[src/rtl/mcfw_pkg.sv]
// Package for the masked command field writer.
// Holds the command row table, conversion codes and shared request/response types.
// No dependencies.
package mcfw_pkg;

    localparam int CMD_BYTES  = 128;
    localparam int ROW_COUNT  = 37;
    localparam int SLOT_COUNT = 30;
    localparam int SLOT_W     = 5;

    typedef enum logic [1:0] {
        RULE_ADD     = 2'd0,
        RULE_MUL     = 2'd1,
        RULE_INC_MUL = 2'd2,
        RULE_MODE    = 2'd3
    } rule_t;

    typedef enum logic [1:0] {
        ST_OK      = 2'd0,
        ST_UNKNOWN = 2'd1,
        ST_RANGE   = 2'd2
    } status_t;

    localparam logic REQ_SET   = 1'b0;
    localparam logic REQ_CLEAR = 1'b1;

    localparam logic [7:0] MODE_BYTES [8] = '{
        8'd18, 8'd19, 8'd24, 8'd33, 8'd34, 8'd35, 8'd40, 8'd40
    };

    typedef struct packed {
        logic               known;
        logic [SLOT_W-1:0]  slot;
        logic [6:0]         pos;
        logic [7:0]         mask;
        rule_t              rule;
        logic signed [15:0] lo;
        logic signed [15:0] hi;
        logic [7:0]         factor;
    } row_t;

    // converted set request, handed to the buffer store
    typedef struct packed {
        status_t           status;
        logic [SLOT_W-1:0] slot;
        logic [6:0]        pos;
        logic [7:0]        mask;
        logic [7:0]        data;
    } cvt_t;

    typedef struct packed {
        logic       conflict;
        logic [7:0] merged;
        logic       pending;
    } store_rsp_t;

    function automatic row_t mk_row(input int slot, input int pos, input int mask,
                                    input rule_t rule, input int lo, input int hi,
                                    input int factor);
        row_t r;
        r.known  = 1'b1;
        r.slot   = SLOT_W'(slot);
        r.pos    = 7'(pos % CMD_BYTES);
        r.mask   = 8'(mask);
        r.rule   = rule;
        r.lo     = 16'(lo);
        r.hi     = 16'(hi);
        r.factor = 8'(factor);
        return r;
    endfunction

    // only the low byte of the factor matters, the result wraps modulo 256
    function automatic row_t row_lookup(input logic [5:0] idx);
        row_t r;
        r = '0;
        case (idx)
            6'd0:  r = mk_row( 0,  4, 8'h03, RULE_ADD,       0,   1,   1);
            6'd1:  r = mk_row( 1,  5, 8'h30, RULE_INC_MUL,   0,   1,  16);
            6'd2:  r = mk_row( 2,  7, 8'hFF, RULE_INC_MUL,   0,   3,   8);
            6'd3:  r = mk_row( 2,  7, 8'hFF, RULE_ADD,       0,   3,  73);
            6'd4:  r = mk_row( 3, 38, 8'hFF, RULE_ADD,      -5,  65, 128);
            6'd5:  r = mk_row( 4, 39, 8'hFF, RULE_ADD,      -5,  65, 128);
            6'd6:  r = mk_row( 5,  6, 8'hFF, RULE_MODE,      0,   6,   0);
            6'd7:  r = mk_row( 0,  4, 8'hC0, RULE_INC_MUL,   0,   1,  64);
            6'd8:  r = mk_row( 6, 42, 8'hFF, RULE_ADD,      40,  75, 128);
            6'd9:  r = mk_row( 7,  8, 8'h02, RULE_MUL,       0,   1,   2);
            6'd10: r = mk_row( 7,  8, 8'h04, RULE_MUL,       0,   1,   4);
            6'd11: r = mk_row( 0,  4, 8'h30, RULE_INC_MUL,   0,   2,  16);
            6'd12: r = mk_row( 8, 45, 8'hFF, RULE_ADD,      65, 254,   1);
            6'd13: r = mk_row( 9, 84, 8'hFF, RULE_ADD,       1,  15, 128);
            6'd14: r = mk_row(10, 94, 8'hFF, RULE_ADD,       1,  15, 128);
            6'd15: r = mk_row(11, 99, 8'hFF, RULE_ADD,     -15,  15, 128);
            6'd16: r = mk_row(12, 98, 8'hFF, RULE_ADD,       5, 240,   1);
            6'd17: r = mk_row(13, 85, 8'hFF, RULE_ADD,     -20,  35, 128);
            6'd18: r = mk_row(14, 83, 8'hFF, RULE_ADD,       5,  35, 128);
            6'd19: r = mk_row(15, 72, 8'hFF, RULE_ADD,       0, 254,   1);
            6'd20: r = mk_row(16, 71, 8'hFF, RULE_ADD,       0, 254,   1);
            6'd21: r = mk_row(17, 74, 8'hFF, RULE_ADD,       0, 254,   1);
            6'd22: r = mk_row(18, 73, 8'hFF, RULE_ADD,       0, 254,   1);
            6'd23: r = mk_row(19, 97, 8'hFF, RULE_ADD,       0, 254,   1);
            6'd24: r = mk_row(20, 75, 8'hFF, RULE_ADD,      20,  55, 128);
            6'd25: r = mk_row(21, 76, 8'hFF, RULE_ADD,      20,  55, 128);
            6'd26: r = mk_row(22, 77, 8'hFF, RULE_ADD,     -15,  15, 128);
            6'd27: r = mk_row(23, 78, 8'hFF, RULE_ADD,     -15,  15, 128);
            6'd28: r = mk_row(24, 86, 8'hFF, RULE_ADD,       5,  20, 128);
            6'd29: r = mk_row(25, 87, 8'hFF, RULE_ADD,       5,  20, 128);
            6'd30: r = mk_row(26, 88, 8'hFF, RULE_ADD,      15,  30, 128);
            6'd31: r = mk_row(27, 89, 8'hFF, RULE_ADD,      15,  30, 128);
            6'd32: r = mk_row(28, 28, 8'h03, RULE_INC_MUL,   0,   1,   1);
            6'd33: r = mk_row(28, 28, 8'h0C, RULE_INC_MUL,   0,   1,   4);
            6'd34: r = mk_row(29,  9, 8'h03, RULE_INC_MUL,   0,   1,   1);
            6'd35: r = mk_row(29,  9, 8'h0C, RULE_INC_MUL,   0,   1,   4);
            6'd36: r = mk_row( 1,  5, 8'h0C, RULE_INC_MUL,   0,   1,   4);
            default: r = '0;
        endcase
        return r;
    endfunction

endpackage

[src/rtl/mcfw_convert.sv]
// Row lookup, range check and byte conversion for one set request.
// Depends on mcfw_pkg (row table, rule and status codes).
module mcfw_convert (
    input  logic [5:0]          command_index,
    input  logic signed [15:0]  value,
    output mcfw_pkg::cvt_t      cvt
);

    mcfw_pkg::row_t row;
    logic [7:0]     v8;
    logic [7:0]     mul_a;
    logic [15:0]    prod;
    logic [7:0]     data;

    always_comb
    begin
        row   = mcfw_pkg::row_lookup(command_index);
        v8    = value[7:0];
        mul_a = (row.rule == mcfw_pkg::RULE_INC_MUL) ? v8 + 8'd1 : v8;
        prod  = {8'd0, mul_a} * {8'd0, row.factor};
        case (row.rule)
            mcfw_pkg::RULE_ADD:     data = v8 + row.factor;
            mcfw_pkg::RULE_MUL:     data = prod[7:0];
            mcfw_pkg::RULE_INC_MUL: data = prod[7:0];
            mcfw_pkg::RULE_MODE:    data = mcfw_pkg::MODE_BYTES[value[2:0]];
            default:                data = 8'd0;
        endcase

        cvt.slot = row.slot;
        cvt.pos  = row.pos;
        cvt.mask = row.mask;
        cvt.data = data;
        if (!row.known)
            cvt.status = mcfw_pkg::ST_UNKNOWN;
        else if (value < row.lo || value > row.hi)
            cvt.status = mcfw_pkg::ST_RANGE;
        else
            cvt.status = mcfw_pkg::ST_OK;
    end

endmodule

[src/rtl/mcfw_store.sv]
// Command buffer bytes and claim marks for the positions the row table reaches,
// plus the pending flag. Masked read-modify-write with a combinational merge. Depends on mcfw_pkg.
module mcfw_store (
    input  logic                 clk,
    input  logic                 rst_n,
    input  logic                 wr_en,
    input  logic                 clr_en,
    input  mcfw_pkg::cvt_t       cvt,
    output mcfw_pkg::store_rsp_t rsp
);

    logic [7:0] buf_reg   [mcfw_pkg::SLOT_COUNT];
    logic [7:0] claim_reg [mcfw_pkg::SLOT_COUNT];
    logic       pending_reg;
    logic       pending_next;
    logic [7:0] merged;

    always_comb
    begin
        merged       = (buf_reg[cvt.slot] & ~cvt.mask) | (cvt.data & cvt.mask);
        pending_next = clr_en ? 1'b0 : (wr_en ? 1'b1 : pending_reg);
        rsp.conflict = |(claim_reg[cvt.slot] & cvt.mask);
        rsp.merged   = merged;
        rsp.pending  = pending_next;
    end

    always_ff @(posedge clk or negedge rst_n)
    begin
        if (!rst_n)
        begin
            for (int i = 0; i < mcfw_pkg::SLOT_COUNT; i++)
            begin
                buf_reg[i]   <= 8'd0;
                claim_reg[i] <= 8'd0;
            end
            pending_reg <= 1'b0;
        end
        else
        begin
            pending_reg <= pending_next;
            if (clr_en)
            begin
                for (int i = 0; i < mcfw_pkg::SLOT_COUNT; i++)
                    claim_reg[i] <= 8'd0;
            end
            else if (wr_en)
            begin
                buf_reg[cvt.slot]   <= merged;
                claim_reg[cvt.slot] <= claim_reg[cvt.slot] | cvt.mask;
            end
        end
    end

endmodule

[src/rtl/masked_command_field_writer_core.sv]
// Masked command field writer: top level.
// Uses mcfw_pkg, mcfw_convert and mcfw_store.
//
// One request is taken per clock while in_stall is low. The request is held
// in the input register and its result in the result register, from which
// it is presented. The masked read-modify-write of the buffer and claim
// registers lets the next request see the previous one's update at once.
// A set request to a valid row with an in-range value updates the buffer
// byte, its claim marks and the pending flag; a clear request resets claims
// and pending but keeps the buffer. The buffer is all zero after reset.
module masked_command_field_writer_core (
    input  logic        clk,
    input  logic        rst_n,
    input  logic        in_valid,
    output logic        in_stall,
    input  logic        req_type,
    input  logic [5:0]  command_index,
    input  logic [15:0] value,
    output logic        out_valid,
    input  logic        out_stall,
    output logic [1:0]  status,
    output logic        conflict,
    output logic [6:0]  byte_position,
    output logic [7:0]  byte_value,
    output logic        pending
);

    logic        s1_valid_reg, s1_valid_next;
    logic        req_reg;
    logic [5:0]  idx_reg;
    logic [15:0] value_reg;

    logic        out_valid_reg, out_valid_next;
    logic [1:0]  status_reg, status_next;
    logic        conflict_reg, conflict_next;
    logic [6:0]  pos_reg, pos_next;
    logic [7:0]  byte_reg, byte_next;
    logic        pending_reg, pending_next;

    logic        advance;
    logic        accept;
    logic        set_ok;

    mcfw_pkg::cvt_t       cvt;
    mcfw_pkg::store_rsp_t rsp;

    mcfw_convert u_convert (
        .command_index (idx_reg),
        .value         ($signed(value_reg)),
        .cvt           (cvt)
    );

    mcfw_store u_store (
        .clk    (clk),
        .rst_n  (rst_n),
        .wr_en  (advance && set_ok),
        .clr_en (advance && req_reg == mcfw_pkg::REQ_CLEAR),
        .cvt    (cvt),
        .rsp    (rsp)
    );

    always_comb
    begin
        advance  = s1_valid_reg && (!out_valid_reg || !out_stall);
        in_stall = s1_valid_reg && !advance;
        accept   = in_valid && !in_stall;
        set_ok   = (req_reg == mcfw_pkg::REQ_SET) && (cvt.status == mcfw_pkg::ST_OK);

        s1_valid_next  = accept ? 1'b1 : (advance ? 1'b0 : s1_valid_reg);
        out_valid_next = advance || (out_valid_reg && out_stall);

        status_next   = (req_reg == mcfw_pkg::REQ_CLEAR) ? mcfw_pkg::ST_OK : cvt.status;
        conflict_next = set_ok ? rsp.conflict : 1'b0;
        pos_next      = set_ok ? cvt.pos : 7'd0;
        byte_next     = set_ok ? rsp.merged : 8'd0;
        pending_next  = rsp.pending;
    end

    always_ff @(posedge clk or negedge rst_n)
    begin
        if (!rst_n)
        begin
            s1_valid_reg  <= 1'b0;
            out_valid_reg <= 1'b0;
        end
        else
        begin
            s1_valid_reg  <= s1_valid_next;
            out_valid_reg <= out_valid_next;
        end
    end

    always_ff @(posedge clk)
    begin
        if (accept)
        begin
            req_reg   <= req_type;
            idx_reg   <= command_index;
            value_reg <= value;
        end
        if (advance)
        begin
            status_reg   <= status_next;
            conflict_reg <= conflict_next;
            pos_reg      <= pos_next;
            byte_reg     <= byte_next;
            pending_reg  <= pending_next;
        end
    end

    assign out_valid     = out_valid_reg;
    assign status        = status_reg;
    assign conflict      = conflict_reg;
    assign byte_position = pos_reg;
    assign byte_value    = byte_reg;
    assign pending       = pending_reg;

endmodule

[config.mk]
export PLATFORM = sky130hd
export DESIGN_NAME = masked_command_field_writer_core
export DESIGN_NICKNAME = d
export VERILOG_FILES = /design/src/rtl/mcfw_pkg.sv /design/src/rtl/mcfw_convert.sv /design/src/rtl/mcfw_store.sv /design/src/rtl/masked_command_field_writer_core.sv
export SDC_FILE = /design/constraint.sdc
export NUM_CORES = 1
export LEC_CHECK = 0
export BUFFER_PORTS_ARGS = -buffer_cell sky130_fd_sc_hd__buf_2
export CELL_PAD_IN_SITES_DETAIL_PLACEMENT = 0
export CELL_PAD_IN_SITES_GLOBAL_PLACEMENT = 1
export CORE_AREA = 5 5 253 255
export DETAILED_ROUTE_END_ITERATION = 6
export DIE_AREA = 0 0 258 260
export PLACE_DENSITY_LB_ADDON = 0.2
export SYNTH_ARGS = -nofsm -noshare
export SYNTH_HDL_FRONTEND = slang
export SYNTH_SLANG_ARGS = --single-unit
export TNS_END_PERCENT = 20
[constraint.sdc]
create_clock -name clk -period 5.4 [get_ports clk]
set_input_delay 0.27 -clock clk [delete_from_list [all_inputs] [get_ports clk]]
set_output_delay 0.27 -clock clk [all_outputs]
set_load 0.005 [all_outputs]
==> results of run 1 <==
[routing by layer]
metal | global-route usage | vias to the layer above | wire, microns
met3 | 0.0444 | 138 | 5070
met4 | 0.0604 | 2 | 1790
li1 | - | 9167 | -
met1 | 0.348 | 10100 | 37200
met2 | 0.355 | 638 | 34900
met5 | 0 | - | 13
[cells in the mapped netlist, types with 13 or more instances]
master / number
a21oi_1: 70
inv_1: 95
and2_1: 15
nand3_1: 222
nor2_1: 68
a22oi_1: 21
a221oi_1: 13
mux4_2: 112
mux2_2: 43
clkbuf_1: 194
nor3_1: 13
mux2i_1: 70
buf_1: 14
dfxtp_1: 44
nand2_1: 304
dfrtp_1: 483
ha_1: 65
o21ai_0: 438
edfxtp_1: 42
nand4_1: 13
or3_1: 31
buf_2: 20
[logic make-up (layout without fill, tap and decap cells)]
| kind of cell | after synthesis | count (layout) |
|---|---|---|
| simple gates | 708 | 708 |
| flops | 569 | 569 |
| buf+inv | 341 | 395 |
| mux | 225 | 225 |
| fa+ha+maj | 77 | 77 |
| compound gates | 635 | 636 |
| xor+xnor | 19 | 19 |
[power by group]
part	internal (W)	leakage, nW	total [W]	switching [W]
clock	0.00259	1.05	0.00438	0.00179
sequential	0.00451	7.39	0.00468	0.000173
combinational	0.000585	4.97	0.00167	0.00108
total	0.00768	13.4	0.0107	0.00304
[final timing paths]
kind / to / cells after the start / slack, ps / start
max: byte_value[7]$_SDFFCE_PP0P_ / 21 / 250 / value_reg[0]$_DFFE_PP_
min: u_store.buf_reg[155]$_DFFE_PN0P_ / 2 / 260 / rst_n
max reg2reg: byte_value[7]$_SDFFCE_PP0P_ / 21 / 250 / value_reg[0]$_DFFE_PP_
min reg2reg: u_store.buf_reg[124]$_DFFE_PN0P_ / 2 / 480 / u_store.buf_reg[124]$_DFFE_PN0P_
max in group asynchronous: u_store.claim_reg[177]$_DFFE_PN0P_ / 3 / 3590 / rst_n
min in group clk: req_reg$_DFFE_PP_ / 2 / 340 / req_type
[cell type report]
cell class | instances | area share
Sequential cell | 569 | 0.459
Multi-Input combinational cell | 1665 | 0.384
Clock buffer | 92 | 0.0592
Timing Repair Buffer | 183 | 0.0450
Tap cell | 790 | 0.0319
Inverter | 96 | 0.0116
Clock inverter | 24 | 0.00928
[through the flow]
step / power [W] / setup WS (ps) / util / std cells
2_1_floorplan: 0.00570 / 234 / - / 2574
3_3_place_gp: 0.00633 / -353 / 0.465 / 3273
3_5_place_dp: 0.00636 / -478 / 0.465 / 3273
4_1_cts: 0.0108 / 16.4 / 0.505 / 3419
5_1_grt: 0.0111 / 21.6 / 0.505 / 3419
6_report: 0.0107 / 254 / 0.505 / 3419
[worst register-to-register path, delay by kind of cell (launching register included)]
kind | cells | cell delay, ps
simple gates | 2 | 230
xor+xnor | 2 | 670
fa+ha+maj | 6 | 2180
flops | 1 | 420
buf+inv | 6 | 570
compound gates | 5 | 810
[timing repair]
item	in CTS	in global routing
cloned	1	0
hold buffers	27	0
resized for setup	4	6
buffers inserted	2	0
endpoints found under the setup margin	31	31
pin swaps	0	1
hold endpoints to repair	120	0
==> impl_metrics.yaml, run 1 <==
setup_path:
  crit_type: "reg -> reg"
  cp_common_cell: "inv_1"
  required_ps: 5760
  crit_chain: "buf_4 -> inv_1 -> ha_1 -> a21oi_2 -> nand2_1 -> fa_1 -> fa_1 -> inv_1 -> ha_1 -> inv_1 -> fa_1 -> inv_1 -> ha_1 -> a21o_1 -> a21oi_1 -> xnor3_1 -> xnor3_1 -> o21ai_4 -> a2bb2oi_4 -> buf_4 -> nor2b_1"
  end_kind: "flip-flop"
  slowest_delay_ps: 490
  crit_family: "adder cells"
  cp_num_buf_inv: 6
  critPathSlowestCell: "fa_1"
  crit_path_start_kind: "flip-flop"
  worstPathMaxFanout: 8
  cp.arrival_ps: 5500
yosys:
  synth_area_sq_um: 27400
  synth_compound_area_frac: 0.129
  synth_edf_count: 42
  yosysSeqAreaShare: 0.520
  syn_avg_cell_area_sq_um: 10.6
  async_flop_share: 0.849
  synth_area_leader_cell: "dfrtp_1"
  netlist_instances: 2574
  syn-num-nets: 2678
  synth_top_family_by_area: "multiplexers"
  synth_seq_cells: 569
  yosysTopAreaCellShare: 0.442
  ys_warn_count: 0
  synth_mux_area_frac: 0.135
  synth_xor_area_frac: 0.00759
  synth.distinct_cells: 71
  synth_ff_type: "dfrtp_1"
  ys_top_cells_by_area: "dfrtp_1 44%, mux4_2 9.2%, o21ai_0 8.0%, edfxtp_1 4.6%, nand2_1 4.2%"
  yosys.area_share.simple: 0.118
  synth_fa_ha_area_frac: 0.0385
sta:
  fin_skew_ps: 24.7
  tightest_slew_ps: 1270
  fmax_mhz: 194
  rsz0062_at_grt: "no"
  whs_ps: 260
  setup_violations: 0
  hold_viol: 0
  slew_headroom: 0.150
  finalCritPeriodShare: 0.953
  report.final.slew_viol_count: 0
  finalCriticalPeriod_ps: 5150
  setup_tns_ps: 0
finish:
  num-nets-final: 2680
  seq_area_sq_um: 14200
  final_common_cell: "dfrtp_1"
  nFillCells: 5514
  multi_input_area_sq_um: 11900
  diodes: 0
  final_cell_area_sq_um: 31000
  area.growth.synth_to_final_pct: 13.3
  drive_above_1_share: 0.174
  layout_common_cells: "483 x dfrtp_1, 436 x o21ai_0, 303 x nand2_1"
global_routing:
  grt_max_degree: 180
  grt_usage: 0.233
  grt_pass1_wl_mm: 122
  grt_antenna_before_repair: 3
  overflow: 0
  grt_pass1_vias: 20100
clocking:
  root_buffer: "clkbuf_16"
  htreeDepth: 2
  clock-sinks: 569
  clk_pin_slew_ps: 60
  insertion_delay_ps: 640
  cts_buffer_depth: 3
  numCtsBuffers: 61
  cts_tree: "yes"
job:
  cap_violations: 0
power_and_ir_drop:
  powerDensity_nw_per_um2: 346
  peakVddDrop_uv: 275
  p_leak_nw: 13.4
route:
  routedWlPerCell_microns: 23.1
  routed_wl_mm: 79.0
  firstDrtPassIters: 5
  vias: 20100
  drt.antenna.violating_nets: 0
  vias_per_cell: 5.87
  drcViolationCount: 0
  drtIter0Drc: 1680
die:
  initial_utilization: 0.446
  dieArea_sq_um: 67100
  die_h_microns: 260
  num_io_pins: 48
  core_sq_um: 61400
  fp-row-count: 91
  die_w_microns: 258
placement:
  gp_congestion: 0.838
  place_area_sq_um: 28500
  io_buffers: 47
  hpwlAfterDp_mm: 50.5
worst_hold_path:
  hold_class: "in -> async"
outcome:
  status: "finished clean"
Power figures use the tool's default switching activity.
==> run 2: changes to the inputs <==
--- a/config.mk
+++ b/config.mk
@@ -12,6 +12,7 @@
 export DETAILED_ROUTE_END_ITERATION = 6
 export DIE_AREA = 0 0 258 260
 export PLACE_DENSITY_LB_ADDON = 0.2
+export RECOVER_POWER = 25
 export SYNTH_ARGS = -nofsm -noshare
 export SYNTH_HDL_FRONTEND = slang
 export SYNTH_SLANG_ARGS = --single-unit
==> run 2 against run 1 <==
  * Cell count did not move
  * Sequential power barely moved
  * Maximum frequency fell by 0.26%
  * Via count fell by 0.16%
  * Combinational power barely moved
  * Largest cell class unchanged
  * Register-to-register slack barely moved
  * Flip-flop and latch count did not move
  * Total power barely moved
  * The run now ends with max-capacitance violations, max-slew violations left
  * Critical endpoint unchanged
  * Non-clock buffer count did not move
  * Core utilization fell by 0.090 points
  * Final area fell by 0.18%
  * Critical path type unchanged
==> impl_metrics.yaml, run 2 (synthesis gave the netlist of run 1 again) <==
worst_hold_path:
  hp-start: "req_type"
  hold_path_depth: 2
  min_to: "req_reg$_DFFE_PP_"
  hold_class: "in -> reg"
setup_path:
  worstPathMaxFanout: 8
  crit_path_start_kind: "flip-flop"
  end_kind: "flip-flop"
  reg2reg_depth: 21
  r2r_slack_ps: 240
  timing.rr.end: "byte_value[7]$_SDFFCE_PP0P_"
  worstReg2RegStart: "value_reg[0]$_DFFE_PP_"
  crit_type: "reg -> reg"
  required_ps: 5760
  cp.arrival_ps: 5520
finish:
  final_cells: 3419
  drive_above_1_share: 0.165
  area.growth.synth_to_final_pct: 13.1
  diodes: 0
  postLayoutCoreUtil: 0.504
  layout_common_cells: "483 x dfrtp_1, 436 x o21ai_0, 303 x nand2_1"
  final_common_cell: "dfrtp_1"
  num-nets-final: 2680
clocking:
  cts_buffer_depth: 3
  root_buffer: "clkbuf_16"
  clock-sinks: 569
  numCtsBuffers: 61
  insertion_delay_ps: 640
  cts_tree: "yes"
  htreeDepth: 2
  clk_pin_slew_ps: 60
global_routing:
  grt_pass1_wl_mm: 122
  grt_pass1_vias: 20100
  grt_max_degree: 180
  grt_antenna_before_repair: 3
  grt_usage: 0.233
  overflow: 0
placement:
  hpwlAfterDp_mm: 50.5
  gp_congestion: 0.838
  post-place-ws_ps: -478
  io_buffers: 47
  dp_cells: 3273
route:
  routed_wl_mm: 78.8
  routedWlPerCell_microns: 23.1
  drt.antenna.violating_nets: 0
  vias_per_cell: 5.86
  drtIter0Drc: 1765
  firstDrtPassIters: 6
  drcViolationCount: 0
  vias: 20000
die:
  fp-row-count: 91
  initial_utilization: 0.446
  num_io_pins: 48
  core_sq_um: 61400
  dieArea_sq_um: 67100
  die_h_microns: 260
  die_w_microns: 258
power_and_ir_drop:
  peakVddDrop_uv: 275
  powerDensity_nw_per_um2: 346
  p_leak_nw: 13.3
sta:
  finalCritPeriodShare: 0.955
  setup_slack_ps: 241
  report.final.slew_viol_count: 252
  tightest_slew_ps: 2490
  setup_violations: 0
  fin_skew_ps: 24.4
  slew_headroom: -0.659
  hold_viol: 0
  rsz0062_at_grt: "no"
  fmax_mhz: 194
  finalCriticalPeriod_ps: 5160
outcome:
  status: "complete, but fails checks"
  violations: "max-capacitance violations, max-slew violations"
job:
  cap_violations: 3
-- run 2: area by class of cell --
class / count / area, sq um
clock buffer: 92 / 1840
multi-input combinational: 1665 / 11900
tap: 790 / 988
fill: 5525 / 30400
sequential: 569 / 14200
timing repair buffer: 183 / 1340
inverter: 96 / 360
clock inverter: 24 / 288
-- run 2: power by group --
part / internal, W / total, W / switching, W
Sequential: 0.00451 / 0.00468 / 0.000172
Clock: 0.00259 / 0.00438 / 0.00179
Combinational: 0.000579 / 0.00166 / 0.00108
Total: 0.00768 / 0.0107 / 0.00304
-- run 2: what timing repair did --
item / 4_1_cts / 5_1_grt
endpoints found under the hold margin: 120 / 0
cloned: 1 / 0
pin swaps: 0 / 1
buffers inserted: 2 / 0
resized for setup: 4 / 6
hold buffers: 27 / 0
setup endpoints to repair: 31 / 31
-- run 2: per-stage QoR --
step / cell area, sq um / hold slack [ps] / TNS, ps / total power (W)
after floorplan: 27400 / -25.6 / 0 / 0.00570
after global placement: 28500 / 361 / -10880 / 0.00633
after detailed placement: 28500 / 370 / -14150 / 0.00636
after CTS: 31000 / 284 / 0 / 0.0108
after global routing: 31000 / 341 / 0 / 0.0111
final: 31000 / 337 / 0 / 0.0107
-- run 2: worst max-delay path by stage --
stage	end	cells past startpoint	slack [ps]	start
2_1_floorplan	byte_value[7]$_SDFFCE_PP0P_	22	230	value_reg[0]$_DFFE_PP_
3_3_place_gp	u_store.buf_reg[95]$_DFFE_PN0P_	20	-350	value_reg[0]$_DFFE_PP_
3_5_place_dp	u_store.buf_reg[239]$_DFFE_PN0P_	20	-480	value_reg[0]$_DFFE_PP_
4_1_cts	byte_value[7]$_SDFFCE_PP0P_	21	20	value_reg[0]$_DFFE_PP_
5_1_grt	byte_value[7]$_SDFFCE_PP0P_	21	20	value_reg[0]$_DFFE_PP_
6_report	byte_value[7]$_SDFFCE_PP0P_	21	240	value_reg[0]$_DFFE_PP_
-- run 2: critical path, cell delays in order, from the launching register on --
cell and delay [ps]:
edfxtp_1 420, buf_4 160, inv_1 80, ha_1 270, a21oi_2 200, nand2_1 100
fa_1 410, fa_1 500, inv_1 40, ha_1 260, inv_1 50, fa_1 470
inv_1 40, ha_1 280, a21o_1 180, a21oi_1 130, xnor3_1 410, xnor3_1 260
o21ai_4 100, a2bb2oi_4 190, buf_4 200, nor2b_1 130
-- run 2: metal layers --
metal | vias up | GRT usage | share of wire
met2 | 594 | 0.355 | 0.45
li1 | 9169 | - | -
met3 | 127 | 0.0444 | 0.061
met4 | 2 | 0.0604 | 0.022
met1 | 10200 | 0.348 | 0.47
met5 | - | 0 | 0.00016
